**src/hdl/kvt_pkg.sv**
```systemverilog
// kvt_pkg: shared constants, codes and control types of the key-value table
`timescale 1ns / 1ps

package kvt_pkg;

  // default number of table slots
  localparam int TableDepth = 16;

  // fixed field widths
  localparam int ModeW   = 2;
  localparam int KeyW    = 32;
  localparam int ValW    = 32;
  localparam int StatusW = 2;
  localparam int CountW  = 5;

  // request codes
  typedef enum logic [ModeW-1:0] {
    MODE_LOOKUP = 2'd0,
    MODE_PUT    = 2'd1,
    MODE_ERASE  = 2'd2
  } mode_e;

  // result status codes
  typedef enum logic [StatusW-1:0] {
    STATUS_OK        = 2'd0,
    STATUS_NOT_FOUND = 2'd1,
    STATUS_FULL      = 2'd2
  } status_e;

  // controller to datapath commands
  typedef struct packed {
    logic load;    // capture the request word and restart the scan
    logic scan;    // step the slot scan
    logic commit;  // apply the update and register the result
  } ctrl_cmd_t;

  // datapath to controller status
  typedef struct packed {
    logic scan_done;  // key found or last slot compared
  } ctrl_stat_t;

endpackage

```
**src/hdl/key_value_table_unit.sv**
```systemverilog
// key_value_table_unit: top level of the linearly searched key-value table
`timescale 1ns / 1ps
//
//  channel  | handshake        | words
//  ---------+------------------+----------------------------------------
//  request  | start, busy      | mode_i, key_i, value_in_i
//  result   | done_o (strobe)  | status_o, value_out_o, entry_count_o
//
//  a request word is taken on a clock edge with start high and busy low
//  the scan reads one slot per cycle from the key and value rams, so the result
//  strobe comes sooner when the key is found in a low slot
//  busy falls with the result strobe, so the next request word waits for that strobe
//  reset clears the slot-in-use flags and the entry count at once, no clearing pass
//  the result is shown for one cycle only; the receiver cannot stall it

module key_value_table_unit #(
  parameter int TABLE_DEPTH = kvt_pkg::TableDepth
) (
  input  logic                              clk_i,
  input  logic                              rst_ni,
  input  logic                              start,
  output logic                              busy,
  input  logic [kvt_pkg::ModeW-1:0]         mode_i,
  input  logic signed [kvt_pkg::KeyW-1:0]   key_i,
  input  logic signed [kvt_pkg::ValW-1:0]   value_in_i,
  output logic                              done_o,
  output logic [kvt_pkg::StatusW-1:0]       status_o,
  output logic signed [kvt_pkg::ValW-1:0]   value_out_o,
  output logic [kvt_pkg::CountW-1:0]        entry_count_o
);

  kvt_pkg::ctrl_cmd_t  cmd;
  kvt_pkg::ctrl_stat_t stat;

  // sequencer
  kvt_ctrl u_ctrl (
    .clk_i  (clk_i),
    .rst_ni (rst_ni),
    .start  (start),
    .busy   (busy),
    .done_o (done_o),
    .cmd_o  (cmd),
    .stat_i (stat)
  );

  // slot store and scan
  kvt_datapath #(.TABLE_DEPTH(TABLE_DEPTH)) u_datapath (
    .clk_i         (clk_i),
    .rst_ni        (rst_ni),
    .cmd_i         (cmd),
    .stat_o        (stat),
    .mode_i        (mode_i),
    .key_i         (key_i),
    .value_in_i    (value_in_i),
    .status_o      (status_o),
    .value_out_o   (value_out_o),
    .entry_count_o (entry_count_o)
  );

endmodule

```
**src/hdl/kvt_ram.sv**
```systemverilog
// kvt_ram: generic single write port, single read port ram with registered read
`timescale 1ns / 1ps

module kvt_ram #(
  parameter int WIDTH = 32,
  parameter int DEPTH = 16,
  localparam int AW   = (DEPTH > 1) ? $clog2(DEPTH) : 1
) (
  input  logic             clk_i,
  input  logic             we_i,
  input  logic [AW-1:0]    waddr_i,
  input  logic [WIDTH-1:0] wdata_i,
  input  logic [AW-1:0]    raddr_i,
  output logic [WIDTH-1:0] rdata_o
);

  logic [WIDTH-1:0] mem_q [DEPTH];
  logic [WIDTH-1:0] rdata_q;

  // write port
  always_ff @(posedge clk_i) begin
    if (we_i) begin
      mem_q[waddr_i] <= wdata_i;
    end
  end

  // registered read port
  always_ff @(posedge clk_i) begin
    rdata_q <= mem_q[raddr_i];
  end

  assign rdata_o = rdata_q;

endmodule

```
**src/hdl/kvt_ctrl.sv**
```systemverilog
// kvt_ctrl: request sequencer of the key-value table
`timescale 1ns / 1ps

module kvt_ctrl (
  input  logic                clk_i,
  input  logic                rst_ni,
  input  logic                start,
  output logic                busy,
  output logic                done_o,
  output kvt_pkg::ctrl_cmd_t  cmd_o,
  input  kvt_pkg::ctrl_stat_t stat_i
);

  typedef enum logic [1:0] {
    ST_IDLE,
    ST_SCAN,
    ST_COMMIT
  } state_e;

  state_e state_q;
  logic   busy_q;
  logic   done_q;

  // commands follow the state
  always_comb begin
    cmd_o        = '0;
    cmd_o.load   = (state_q == ST_IDLE) && start;
    cmd_o.scan   = (state_q == ST_SCAN);
    cmd_o.commit = (state_q == ST_COMMIT);
  end

  // state and registered outputs
  always_ff @(posedge clk_i or negedge rst_ni) begin
    if (!rst_ni) begin
      state_q <= ST_IDLE;
      busy_q  <= 1'b0;
      done_q  <= 1'b0;
    end else begin
      done_q <= 1'b0;
      unique case (state_q)
        ST_IDLE: begin
          if (start) begin
            state_q <= ST_SCAN;
            busy_q  <= 1'b1;
          end
        end
        ST_SCAN: begin
          if (stat_i.scan_done) begin
            state_q <= ST_COMMIT;
          end
        end
        ST_COMMIT: begin
          state_q <= ST_IDLE;
          busy_q  <= 1'b0;
          done_q  <= 1'b1;
        end
        default: begin
          state_q <= ST_IDLE;
          busy_q  <= 1'b0;
        end
      endcase
    end
  end

  assign busy   = busy_q;
  assign done_o = done_q;

`ifndef SYNTHESIS
  // busy tracks the state exactly
  a_busy_state: assert property (@(posedge clk_i) disable iff (!rst_ni)
    busy_q == (state_q != ST_IDLE))
    else $error("busy out of step with state");

  // an accepted word always starts a scan
  a_accept_scan: assert property (@(posedge clk_i) disable iff (!rst_ni)
    (start && !busy_q) |=> (busy_q && state_q == ST_SCAN))
    else $error("accepted word did not start a scan");

  // the result strobe is a single pulse
  a_done_pulse: assert property (@(posedge clk_i) disable iff (!rst_ni)
    done_q |=> !done_q)
    else $error("result strobe held for more than a cycle");
`endif

endmodule

```
**src/hdl/kvt_datapath.sv**
```systemverilog
// kvt_datapath: slot store, linear key scan and update logic of the key-value table
`timescale 1ns / 1ps

module kvt_datapath #(
  parameter int TABLE_DEPTH = kvt_pkg::TableDepth
) (
  input  logic                              clk_i,
  input  logic                              rst_ni,
  input  kvt_pkg::ctrl_cmd_t                cmd_i,
  output kvt_pkg::ctrl_stat_t               stat_o,
  input  logic [kvt_pkg::ModeW-1:0]         mode_i,
  input  logic signed [kvt_pkg::KeyW-1:0]   key_i,
  input  logic signed [kvt_pkg::ValW-1:0]   value_in_i,
  output logic [kvt_pkg::StatusW-1:0]       status_o,
  output logic signed [kvt_pkg::ValW-1:0]   value_out_o,
  output logic [kvt_pkg::CountW-1:0]        entry_count_o
);

  localparam int IW   = $clog2(TABLE_DEPTH);
  localparam int CW   = $clog2(TABLE_DEPTH + 1);
  localparam int Last = TABLE_DEPTH - 1;

  // request word
  logic [kvt_pkg::ModeW-1:0] mode_q;
  logic [kvt_pkg::KeyW-1:0]  key_q;
  logic [kvt_pkg::ValW-1:0]  val_q;

  // slot state
  logic [TABLE_DEPTH-1:0] valid_q;
  logic [CW-1:0]          count_q;

  // scan pipeline: read issue stage and compare stage
  logic          issue_more_q;
  logic [IW-1:0] issue_idx_q;
  logic          cmp_vld_q;
  logic [IW-1:0] cmp_idx_q;

  // scan findings
  logic                     hit_q;
  logic [IW-1:0]            hit_idx_q;
  logic [kvt_pkg::ValW-1:0] hit_val_q;
  logic                     free_q;
  logic [IW-1:0]            free_idx_q;

  // result registers
  logic [kvt_pkg::StatusW-1:0] status_q;
  logic [kvt_pkg::ValW-1:0]    vout_q;

  // ram ports
  logic [kvt_pkg::KeyW-1:0] key_rdata;
  logic [kvt_pkg::ValW-1:0] val_rdata;
  logic                     key_we;
  logic                     val_we;
  logic [IW-1:0]            wr_idx;

  logic match;
  logic last_cmp;

  // key and value stores
  kvt_ram #(.WIDTH(kvt_pkg::KeyW), .DEPTH(TABLE_DEPTH)) u_key_ram (
    .clk_i   (clk_i),
    .we_i    (key_we),
    .waddr_i (wr_idx),
    .wdata_i (key_q),
    .raddr_i (issue_idx_q),
    .rdata_o (key_rdata)
  );

  kvt_ram #(.WIDTH(kvt_pkg::ValW), .DEPTH(TABLE_DEPTH)) u_val_ram (
    .clk_i   (clk_i),
    .we_i    (val_we),
    .waddr_i (wr_idx),
    .wdata_i (val_q),
    .raddr_i (issue_idx_q),
    .rdata_o (val_rdata)
  );

  // compare of the slot read back this cycle
  assign match    = cmp_vld_q && valid_q[cmp_idx_q] && (key_rdata == key_q);
  assign last_cmp = cmp_vld_q && (cmp_idx_q == IW'(Last));

  always_comb begin
    stat_o           = '0;
    stat_o.scan_done = match || last_cmp;
  end

  // commit write strobes: replace in place on a hit, new slot on a miss if one is free
  always_comb begin
    key_we = 1'b0;
    val_we = 1'b0;
    wr_idx = hit_q ? hit_idx_q : free_idx_q;
    if (cmd_i.commit && (mode_q == kvt_pkg::MODE_PUT)) begin
      val_we = hit_q || free_q;
      key_we = !hit_q && free_q;
    end
  end

  // request word capture
  always_ff @(posedge clk_i) begin
    if (cmd_i.load) begin
      mode_q <= mode_i;
      key_q  <= key_i;
      val_q  <= value_in_i;
    end
  end

  // scan control and slot state
  always_ff @(posedge clk_i or negedge rst_ni) begin
    if (!rst_ni) begin
      valid_q      <= '0;
      count_q      <= '0;
      issue_more_q <= 1'b0;
      issue_idx_q  <= '0;
      cmp_vld_q    <= 1'b0;
      cmp_idx_q    <= '0;
      hit_q        <= 1'b0;
      free_q       <= 1'b0;
    end else begin
      if (cmd_i.load) begin
        issue_more_q <= 1'b1;
        issue_idx_q  <= '0;
        cmp_vld_q    <= 1'b0;
        hit_q        <= 1'b0;
        free_q       <= 1'b0;
      end else if (cmd_i.scan) begin
        // issue one slot read per cycle
        cmp_vld_q <= issue_more_q;
        cmp_idx_q <= issue_idx_q;
        if (issue_more_q) begin
          if (issue_idx_q == IW'(Last)) begin
            issue_more_q <= 1'b0;
          end else begin
            issue_idx_q <= issue_idx_q + IW'(1);
          end
        end
        // record first match and first free slot
        if (match && !hit_q) begin
          hit_q <= 1'b1;
        end
        if (cmp_vld_q && !valid_q[cmp_idx_q] && !free_q) begin
          free_q <= 1'b1;
        end
      end else if (cmd_i.commit) begin
        if ((mode_q == kvt_pkg::MODE_PUT) && !hit_q && free_q) begin
          valid_q[free_idx_q] <= 1'b1;
          count_q             <= count_q + CW'(1);
        end else if ((mode_q == kvt_pkg::MODE_ERASE) && hit_q) begin
          valid_q[hit_idx_q] <= 1'b0;
          count_q            <= count_q - CW'(1);
        end
      end
    end
  end

  // scan finding payload
  always_ff @(posedge clk_i) begin
    if (cmd_i.scan) begin
      if (match && !hit_q) begin
        hit_idx_q <= cmp_idx_q;
        hit_val_q <= val_rdata;
      end
      if (cmp_vld_q && !valid_q[cmp_idx_q] && !free_q) begin
        free_idx_q <= cmp_idx_q;
      end
    end
  end

  // result word
  always_ff @(posedge clk_i) begin
    if (cmd_i.commit) begin
      vout_q <= '0;
      unique case (mode_q)
        kvt_pkg::MODE_LOOKUP: begin
          status_q <= hit_q ? kvt_pkg::STATUS_OK : kvt_pkg::STATUS_NOT_FOUND;
          if (hit_q) begin
            vout_q <= hit_val_q;
          end
        end
        kvt_pkg::MODE_PUT: begin
          status_q <= (hit_q || free_q) ? kvt_pkg::STATUS_OK : kvt_pkg::STATUS_FULL;
        end
        kvt_pkg::MODE_ERASE: begin
          status_q <= hit_q ? kvt_pkg::STATUS_OK : kvt_pkg::STATUS_NOT_FOUND;
        end
        default: begin
          status_q <= kvt_pkg::STATUS_OK;
        end
      endcase
    end
  end

  assign status_o      = status_q;
  assign value_out_o   = vout_q;
  assign entry_count_o = kvt_pkg::CountW'(count_q);

`ifndef SYNTHESIS
  // entry count always equals the number of slots in use
  a_count_valid: assert property (@(posedge clk_i) disable iff (!rst_ni)
    $countones(valid_q) == int'(count_q))
    else $error("entry count differs from slots in use");

  // a committed put that neither hit nor found room leaves the table untouched
  a_full_no_change: assert property (@(posedge clk_i) disable iff (!rst_ni)
    (cmd_i.commit && !hit_q && !free_q) |=> $stable(valid_q))
    else $error("table changed on a missed request with no free slot");

  // a free slot is only missing when every slot is in use
  a_full_means_full: assert property (@(posedge clk_i) disable iff (!rst_ni)
    (cmd_i.commit && !hit_q && !free_q) |-> (valid_q == {TABLE_DEPTH{1'b1}}))
    else $error("no free slot found in a table with room");
`endif

endmodule

```
**config.mk**
```make
export PLATFORM = sky130hd
export DESIGN_NAME = key_value_table_unit
export DESIGN_NICKNAME = d
export VERILOG_FILES = /design/src/hdl/kvt_pkg.sv /design/src/hdl/key_value_table_unit.sv /design/src/hdl/kvt_ram.sv /design/src/hdl/kvt_ctrl.sv /design/src/hdl/kvt_datapath.sv
export SDC_FILE = /design/constraint.sdc
export NUM_CORES = 1
export LEC_CHECK = 0
export BUFFER_PORTS_ARGS = -buffer_cell sky130_fd_sc_hd__buf_2
export CAP_MARGIN = 10
export CORE_UTILIZATION = 50
export CTS_CLUSTER_SIZE = 14
export DETAILED_ROUTE_END_ITERATION = 10
export MAX_ROUTING_LAYER = met4
export PLACE_DENSITY = 0.66
export SYNTH_ARGS = -nofsm -noshare
export SYNTH_HDL_FRONTEND = slang
export SYNTH_SLANG_ARGS = --single-unit
export TNS_END_PERCENT = 5
```
**constraint.sdc**
```tcl
create_clock -name clk_i -period 5 [get_ports clk_i]
set_clock_uncertainty 0.15 [all_clocks]
set_input_delay 0.25 -clock clk_i [delete_from_list [all_inputs] [get_ports clk_i]]
set_output_delay 0.25 -clock clk_i [all_outputs]
set_load 0.02 [all_outputs]
```
Word level (Yosys, flattened, before mapping). Memory sizes are Yosys's and may differ from the RTL's. A register that Yosys moved wholly into a read port is not among the register bits. Cells that the tools add are included.

Flip-flop bits (word level): 177. Memories kept: 2. Word-level logic and storage cells: 123. Bits in writable memories: 1024. Input bits: 69.

Order comparisons: 5. Add/sub/neg operators: 3. Reduce and logical (&&, ||, !) cells: 37. Eq/ne operators: 10. Mux-type cells: 42. Bitwise gates (word level): 5.

Memories: u_datapath.u_key_ram.mem_q (words 16, width 32, rd ports 1, clocked after memory_dff 1, wr ports 1, line kvt_ram.sv:17) `logic [WIDTH-1:0] mem_q [DEPTH];`; u_datapath.u_val_ram.mem_q (words 16, width 32, rd ports 1, clocked after memory_dff 1, wr ports 1, line kvt_ram.sv:17).

Operators by type and width (count): equality test 32 bit (1); 2-to-1 mux 16 bit (2); 2-to-1 mux 1 bit (24); 2-to-1 mux 4 bit (5); bitwise AND 16 bit (1); inverter 16 bit (1); bitwise OR 16 bit (1); AND reduction 2 bit (8); less-than comparator 4 x 5 -> 1 bit (second input constant) (3); logical AND 1 bit (14); 2-to-1 mux 5 bit (2); nonzero test 2 bit (5); demux 1 bit (select 4 bit) (2); equality test 4 bit (second input constant) (2); greater-or-equal comparator 4 x 1 -> 1 bit (second input constant) (2); case mux 2 bit (2 select lines) (2); 2-to-1 mux 2 bit (3); adder 5 x 1 -> 5 bit (second input constant) (1); subtractor 5 x 1 -> 5 bit (second input constant) (1); adder 4 x 1 -> 4 bit (second input constant) (1); binary-select mux 1 bit (select 4 bit) (1); equality test 2 x 1 -> 1 bit (second input constant) (2); equality test 2 bit (second input constant) (2); zero test 2 bit (2); 9 further kinds (14).

Logic depth before layout (Yosys ltp). Gate-level depths: netlist of the first run.

Depth after elaboration: 8. Mapped depth: 9. Gate-level depth less buffers: 8.

By module. From an unflattened synthesis of the first run, not the netlist that was laid out.

Cells, all modules: 2099. Area total of the unflattened synthesis: 46530.9 sq um.

By module, submodules not included: kvt_ram (u_datapath.u_val_ram) (times used 1, area each 19854.0 sq um, cells each 838); kvt_ram (u_datapath.u_key_ram) (times used 1, area each 19835.3 sq um, cells each 838); kvt_datapath (times used 1, area each 6681.4 sq um, cells each 410); kvt_ctrl (times used 1, area each 160.2 sq um, cells each 13).

Worst setup path before layout of the first run. OpenSTA, ideal clock, no wires.

Kind: register to register. Start: register u_ctrl.state_q[0]. End: memory u_datapath.u_val_ram.mem_q[2][0] (enable). Path slack: 0.976 ns. Required time: 4.429 ns. Cell stages (with the launch flop): 6. Arrival time: 3.453 ns. Cells stage by stage: dfrtp_1 -> nand2b_1 -> inv_1 -> o21ai_0 -> or3_1 -> nor2_1.

RTL lines: start: declaration (line kvt_ctrl.sv:20) `state_e state_q;`; start signal: assignment (line kvt_ctrl.sv:35) `state_q <= ST_IDLE;`; start signal: assignment (line kvt_ctrl.sv:43) `state_q <= ST_SCAN;`; start signal: assignment (line kvt_ctrl.sv:49) `state_q <= ST_COMMIT;`; end: declaration (line kvt_ram.sv:17).

==> results.md, run 1 <==
- Worst skew pair latency: 0.72 ns
- Routed len/inst: 27.4 um
- Syn Nets: 2,008
- Vias: 20,800
- Most frequent CP cell: buf_4
- Min cycle time layout: 3.53 ns
- Post-synthesis sequential area ratio: 79.9%
- Root Buffer: clkbuf_16
- Die ar.: 94,200 sq um
- Fmax: 283 MHz
- Crit path DAT: 3.80 ns
- Switching share of power: 25.0%
- Worst vdd ir: 0.000409 V
- CP max-delay cell: nor2_4
- Post-synth EDFFs: 1,164
- Mapped Cells: 1,934
- Setup crit start kind: flop
- Commonest cells in the netlist: edfxtp_1, mux4_2, dfxtp_1
- First-pass GRT wire length: 144,000 um
- Die W: 307 um
- Yosys warns: 0
- Pwr Total: 27.4 mW
- Vias in the first global route: 21,700
- Pins Over Slew Limit: 0
- # DRC: 0
- WS Path Type: flop to flop
- Crit end category: flop
- Overflow after GRT: 0
- Final worst-path cycle share: 70.6%
- Routed WL: 97,700 um
- Seq pwr share: 47.4%
- Cell area after synthesis: 46,500 sq um
- Max_cap viols: 0
- Headroom to the max-slew limit: 17.6%
- Power density cells: 509 nW/um^2
- Antenna violations before repair: 1
- Fin nets: 2,295
- # port buffers: 109
- Diode count: 0
- Status: complete, no violations
- Cell variety after synth: 43
- Routability cong.: 0.846
- Largest cells by area after synthesis: edfxtp_1, mux4_2, dfxtp_1
- Seq cells post-synth: 1,265
- Drt via density: 5.82
- Synth-to-Final Area Change: 15.8%
- Clock power share: 34.0%
- Critical Path RT: 5.27 ns
- Fin. Hold Viols: 0
- RSZ-0062 raised after global routing: false
- Clk slew on worst S/H paths: 0.06 ns
- Total CTS buffers: 121
- Final TNS setup: 0 ns
- Worst hold path class: input pin to asynchronous set/reset pin
- Final Setup Violations: 0
- IO Count: 110
- Worst Path Buf+Inv: 3
- Largest net degree at the start of global routing: 77
- DP Wirelength: 54,300 um
- Worst-Margin Slew: 1.23 ns
- Leak: 17.1 nW
- P_sw: 6.84 mW
- Htree depth: 3
- Die Y-Extent: 307 um
- FFs w/ async S/R, synth: 2.92%
- CTS resizes: 0
- DR pass1 iterations: 5
- Dominant cell type by area after synthesis: edfxtp_1
- Initial Utilization: 50.6%
- Core ar.: 91,900 sq um
- Routed Antenna Nets: 0
- Most frequent cell after synthesis: edfxtp_1
- Crit-path max cell delay: 0.75 ns
- Layout cells sized above 1: 31.1%
- Num rows: 111
- Critical-path cell list: nand2b_1 > inv_2 > buf_4 > nand2_1 > or2_2 > nor2_4 > buf_4
- Crit-path leading delay family: simple AND/OR/NAND/NOR gates
- Synth Flop Type: edfxtp_1
- GRT Util Overall: 21.9%
- CTS tree: done
- CP max FO: 22
- Syn_area_per_cell: 24.0 sq um
- Yosys top cell area share: 75.2%
- Max Buffers Root-to-Sink: 3
- Clock sinks: 1,265
- Combinational Power Share: 18.6%
- Power Internal: 20.5 mW
- Initial drt markers: 2,331
[layout make-up]
type / count / area, sq um
inverter: 10 / 37.5
tap: 1243 / 1560
sequential: 1265 / 37200
timing repair buffer: 243 / 1810
clock buffer: 175 / 3380
clock inverter: 56 / 732
fill: 6452 / 38100
multi-input combinational: 580 / 9150
[power groups by stage]
stage | Clock (mW) | Sequential, mW | Combinational, mW
floorplan | 0 | 12.7 | 4.19
global placement | 0 | 13.2 | 5.11
detailed placement | 0 | 13.2 | 5.14
CTS | 9.48 | 13.0 | 5.20
global route | 9.85 | 13.1 | 5.44
finish | 9.32 | 13.0 | 5.09
[worst reg2reg max path: cells and delay by family, from the launching register on]
family | cells | cell delay, ns
AND/OR/NAND/NOR | 4 | 1.54
buffers and inverters | 3 | 1.12
flip-flops | 1 | 0.43
[cells by family (layout without fill, tap and decap cells)]
family          Yosys count  after routing  share of synthesized area [%]
mux                     332            332                           15.9
flops                  1265           1265                           79.9
compound gates           56             56                          0.686
simple gates            148            148                           1.67
fa+ha+maj                 5              5                          0.151
xor+xnor                 39             39                          0.735
buf+inv                  89            484                          0.974
[layer usage]
| metal | wire length (um) | track usage (%) |
|---|---|---|
| met3 | 5710 | 3.58 |
| met2 | 49300 | 35.0 |
| met4 | 2230 | 6.00 |
| met5 | 0 | - |
| met1 | 40500 | 29.5 |
[path summary, 6_finish.rpt]
| path | startpoint | endpoint | slack, ns | cells after the start |
|---|---|---|---|---|
| worst max-delay path | u_ctrl.state_q[0]$_DFFE_PN0P_ | u_datapath.u_key_ram.mem_q[8][17]$_DFFE_PP_ | 1.47 | 7 |
| worst min-delay path | rst_ni | u_ctrl.done_o$_DFF_PN0_ | 0.04 | 2 |
| worst max register to register | u_ctrl.state_q[0]$_DFFE_PN0P_ | u_datapath.u_key_ram.mem_q[8][17]$_DFFE_PP_ | 1.47 | 7 |
| worst min register to register | u_datapath.u_val_ram.rdata_o[16]$_DFF_P_ | u_datapath.hit_val_q[16]$_DFFE_PP_ | 0.25 | 0 |
| max in group asynchronous | rst_ni | u_datapath.issue_idx_q[2]$_DFFE_PN0P_ | 4.00 | 2 |
| min in group clk_i | key_i[3] | u_datapath.key_q[3]$_DFFE_PP_ | 0.09 | 2 |
[sequential cells by signal, indices dropped and copies added (netlist names), 4 cells and up]
register / cells
u_datapath.u_val_ram.rdata_o: 32
u_datapath.valid_q: 16
u_datapath.free_idx_q: 4
u_datapath.cmp_idx_q: 4
u_datapath.val_q: 32
u_datapath.u_val_ram.mem_q: 512
u_datapath.value_out_o: 32
u_datapath.u_key_ram.rdata_o: 32
u_datapath.issue_idx_q: 4
u_datapath.key_q: 32
u_datapath.hit_idx_q: 4
u_datapath.hit_val_q: 32
u_datapath.entry_count_o: 5
u_datapath.u_key_ram.mem_q: 512
[through the flow]
stage | hold WS [ns] | setup WS (ns) | util (%) | instances | cell area, sq um
5_1_grt | 0.0613 | 1.29 | 58.6 | 3572 | 53800
3_5_place_dp | 0.239 | 1.40 | 53.3 | 3273 | 49000
3_3_place_gp | 0.236 | 1.55 | 53.3 | 3272 | 49000
4_1_cts | 0.0371 | 1.41 | 58.6 | 3572 | 53800
2_1_floorplan | -0.196 | 0.976 | - | 1934 | 46500
6_report | 0.0402 | 1.47 | 58.6 | 3572 | 53800
[placed cells by master, fill, tap and decap left out, drive strengths merged, types with 7 or more instances in the layout]
cell type / synthesis / final
a21oi: 9 / 9
and2: 32 / 32
buf: 40 / 175
bufinv: 0 / 14
clkbuf: 39 / 175
clkinv: 0 / 31
dfrtp: 37 / 37
dfxtp: 64 / 64
dlygate4sd3: 0 / 68
edfxtp: 1164 / 1164
inv: 10 / 15
mux4: 324 / 324
nand2: 16 / 16
nand4: 8 / 8
nor2: 47 / 47
o21ai: 33 / 33
or3: 7 / 7
xnor2: 31 / 31
xor2: 8 / 8
[timing repair]
item	in CTS	in global routing
hold endpoints to repair	104	0
setup buffers	0	0
hold buffers	68	0
(Power assumes the default switching activity.)
==> run 2: changes to the inputs <==
- PLACE_DENSITY: 0.66 -> 0.69
- clock period: 5 -> 3.05 ns (I/O delays scaled with it)
==> run 2 against run 1 <==
  * Combinational power increased by 73%
  * Sequential cell count did not move
  * Via count grew 1.2%
  * Worst hold slack worse by 0.0070 ns
  * Sequential power increased by 62%
  * Global-route usage shrank 0.29 points
  * Sequential share of layout area is 0.96 points lower
  * Total power up 62%
  * Die area is the same
  * Design area increased by 1.4%
  * Largest cell class unchanged
  * Largest power group unchanged
  * Highest routed layer unchanged
==> results.md, run 2 (same netlist as run 1, synthesis figures left out) <==
- Status: complete, no violations
- Vias in the first global route: 21,900 (+0.71%)
- # port buffers: 109 (unchanged)
- Routability cong.: 0.841 (-0.60%)
- Crit end category: flop
- Routed Antenna Nets: 0 (unchanged)
- Worst skew pair latency: 0.69 ns (-0.03 ns)
- # DRC: 0 (unchanged)
- Final Setup Violations: 0 (unchanged)
- Final TNS setup: 0 ns (unchanged)
- Leak: 17.4 nW (+1.8%)
- Clock sinks: 1,265 (unchanged)
- Layout fillers: 6,335 (-1.8%)
- Critical Path RT: 3.31 ns (-1.96 ns)
- Footprint of the multi-input gates: 9150 sq um (unchanged)
- Postcts setup bufs: 0 (unchanged)
- RSZ-0062 raised after global routing: false
- Core ar.: 91,900 sq um (unchanged)
- Sequential cell area: 37,200 sq um (unchanged)
- DP Wirelength: 52,100 um (-4.1%)
- Layout cells sized above 1: 32.0% (+0.86 points)
- Worst vdd ir: 0.000716 V (+75%)
- Headroom to the max-slew limit: 20.8% (+3.2 points)
- Die ar.: 94,200 sq um (unchanged)
- Final worst-path cycle share: 95.3% (+25 points)
- Antenna violations before repair: 2 (+1)
- Clk slew on worst S/H paths: 0.07 ns (about the same)
- Crit-path leading delay family: simple AND/OR/NAND/NOR gates
- First-pass GRT wire length: 144,000 um (-0.20%)
- Min cycle time layout: 2.91 ns (-0.623 ns)
- Power density cells: 812 nW/um^2 (+60%)
- Initial drt markers: 2,514 (+7.9%)
- Crit path DAT: 3.16 ns (-0.64 ns)
- CP max-delay cell: nor2_4
- CTS tree: done
- Worst hold path class: input pin to flop
- Biggest regs: u_datapath.u_key_ram.mem_q x512, u_datapath.u_val_ram.mem_q x512
- Max Buffers Root-to-Sink: 3 (unchanged)
- Die W: 307 um (unchanged)
- Fin. Hold Viols: 0 (unchanged)
- IO Count: 110 (unchanged)
- CP max FO: 22 (unchanged)
- Total CTS buffers: 118 (-2.5%)
- Drt via density: 5.80 (-0.40%)
- Routed len/inst: 26.6 um (-2.7%)
- Pins Over Slew Limit: 0 (unchanged)
- Fmax: 344 MHz (+21%)
- DR pass1 iterations: 6 (+1)
- Fin area: 54,600 sq um (+1.4%)
- Max_cap viols: 0 (unchanged)
- Overflow after GRT: 0 (unchanged)
- Routed WL: 96,600 um (-1.1%)
- Most common cell after layout, fill and taps aside: edfxtp_1
- Crit-path max cell delay: 0.86 ns (+0.11 ns)
- Most frequent CP cell: nand2b_1
- GRT Util Overall: 21.6% (-0.29 points)
- Pwr Total: 44.3 mW (+62%)
- Placed inst area: 49,800 sq um (+1.5%)
- Vias: 21,000 (+1.2%)
- Worst Path Buf+Inv: 2 (-1)
- Root Buffer: clkbuf_16
- Initial Utilization: 50.6% (unchanged)
- Critical-path cell list: nand2b_1 > clkinvlp_4 > o21ai_0 > nor2_1 > nand2b_1 > nor2_4 > buf_4
- WS Path Type: flop to flop
- Largest net degree at the start of global routing: 77 (unchanged)
- Num rows: 111 (unchanged)
- Die Y-Extent: 307 um (unchanged)
- Setup crit start kind: flop
- Worst-Margin Slew: 1.19 ns (-0.0428 ns)
- Synth-to-Final Area Change: 17.4%
- Fin nets: 2,356 (+2.7%)
- Most frequent cells in the layout: edfxtp_1, mux4_2, clkbuf_16
- Htree depth: 3 (unchanged)
==> run 2: cell count changes in the layout (fill, tap and decap cells not counted), moves of 2 or more <==
cell / before / now
clkbuf_8: 15 / 17
buf_4: 58 / 61
bufinv_16: 14 / 9
clkinv_2: 11 / 23
inv_16: 3 / 0
clkinvlp_4: 6 / 4
dlygate4sd3_1: 68 / 93
buf_12: 7 / 43
clkinv_4: 4 / 0
clkbuf_1: 39 / 32
inv_6: 2 / 4
==> run 2: worst register-to-register path, stage by stage, from the launching register on <==
cell        delay [ns]
dfrtp_1           0.45
nand2b_1          0.28
clkinvlp_4        0.11
o21ai_0           0.13
nor2_1            0.12
nand2b_1          0.21
nor2_4            0.86
buf_4             0.31
==> run 2: repair_timing <==
action / in CTS / in global routing
endpoints found under the hold margin: 104 / 0
hold buffers: 94 / 0
setup endpoints to repair: 0 / 6
gates resized for setup: 0 / 1
==> run 2: metal layers <==
layer	wire [um]	part of all wire [%]	track usage (%)
met2	48100	50	33.7
met4	1960	2.0	5.90
met1	39800	41	29.8
met3	6740	7.0	3.72
met5	0	0	-
==> run 2: cell type report <==
cell class | count | share of cell area (%)
Antenna cell | 1 | 0.00458
Timing Repair Buffer | 307 | 5.14
Inverter | 10 | 0.0756
Sequential cell | 1265 | 68.1
Tap cell | 1243 | 2.85
Clock buffer | 169 | 6.15
Clock inverter | 54 | 0.937
Multi-Input combinational cell | 580 | 16.8
==> run 2: worst paths after layout <==
path / startpoint / depth (start not counted) / slack (ns) / endpoint
max in group asynchronous: rst_ni / 4 / 2.15 / u_datapath.issue_idx_q[2]$_DFFE_PN0P_
hold / removal: key_i[5] / 2 / 0.03 / u_datapath.key_q[5]$_DFFE_PP_
min in group asynchronous: rst_ni / 4 / 0.36 / u_datapath.entry_count_o[4]$_DFFE_PN0P_
hold reg to reg: u_datapath.u_val_ram.rdata_o[4]$_DFF_P_ / 0 / 0.25 / u_datapath.hit_val_q[4]$_DFFE_PP_
setup reg to reg: u_ctrl.state_q[0]$_DFFE_PN0P_ / 7 / 0.14 / u_datapath.u_val_ram.mem_q[13][2]$_DFFE_PP_
setup / recovery: u_ctrl.state_q[0]$_DFFE_PN0P_ / 7 / 0.14 / u_datapath.u_val_ram.mem_q[13][2]$_DFFE_PP_
==> run 2: report_power, final <==
| group | internal [mW] | switching (mW) |
|---|---|---|
| Clock | 8.39 | 6.17 |
| Sequential | 20.0 | 0.948 |
| Combinational | 4.96 | 3.84 |
==> run 2: stage by stage <==
step           worst slack, ns  hold WS, ns  util, %  instances
3_5_place_dp             0.105        0.144     54.1       3311
5_1_grt                 0.0153       0.0275     59.4       3629
3_3_place_gp             0.161        0.132     54.1       3311
2_1_floorplan           -0.288       -0.293        -       1934
6_report                 0.144       0.0332     59.4       3629
4_1_cts                  0.121      0.00198     59.4       3628
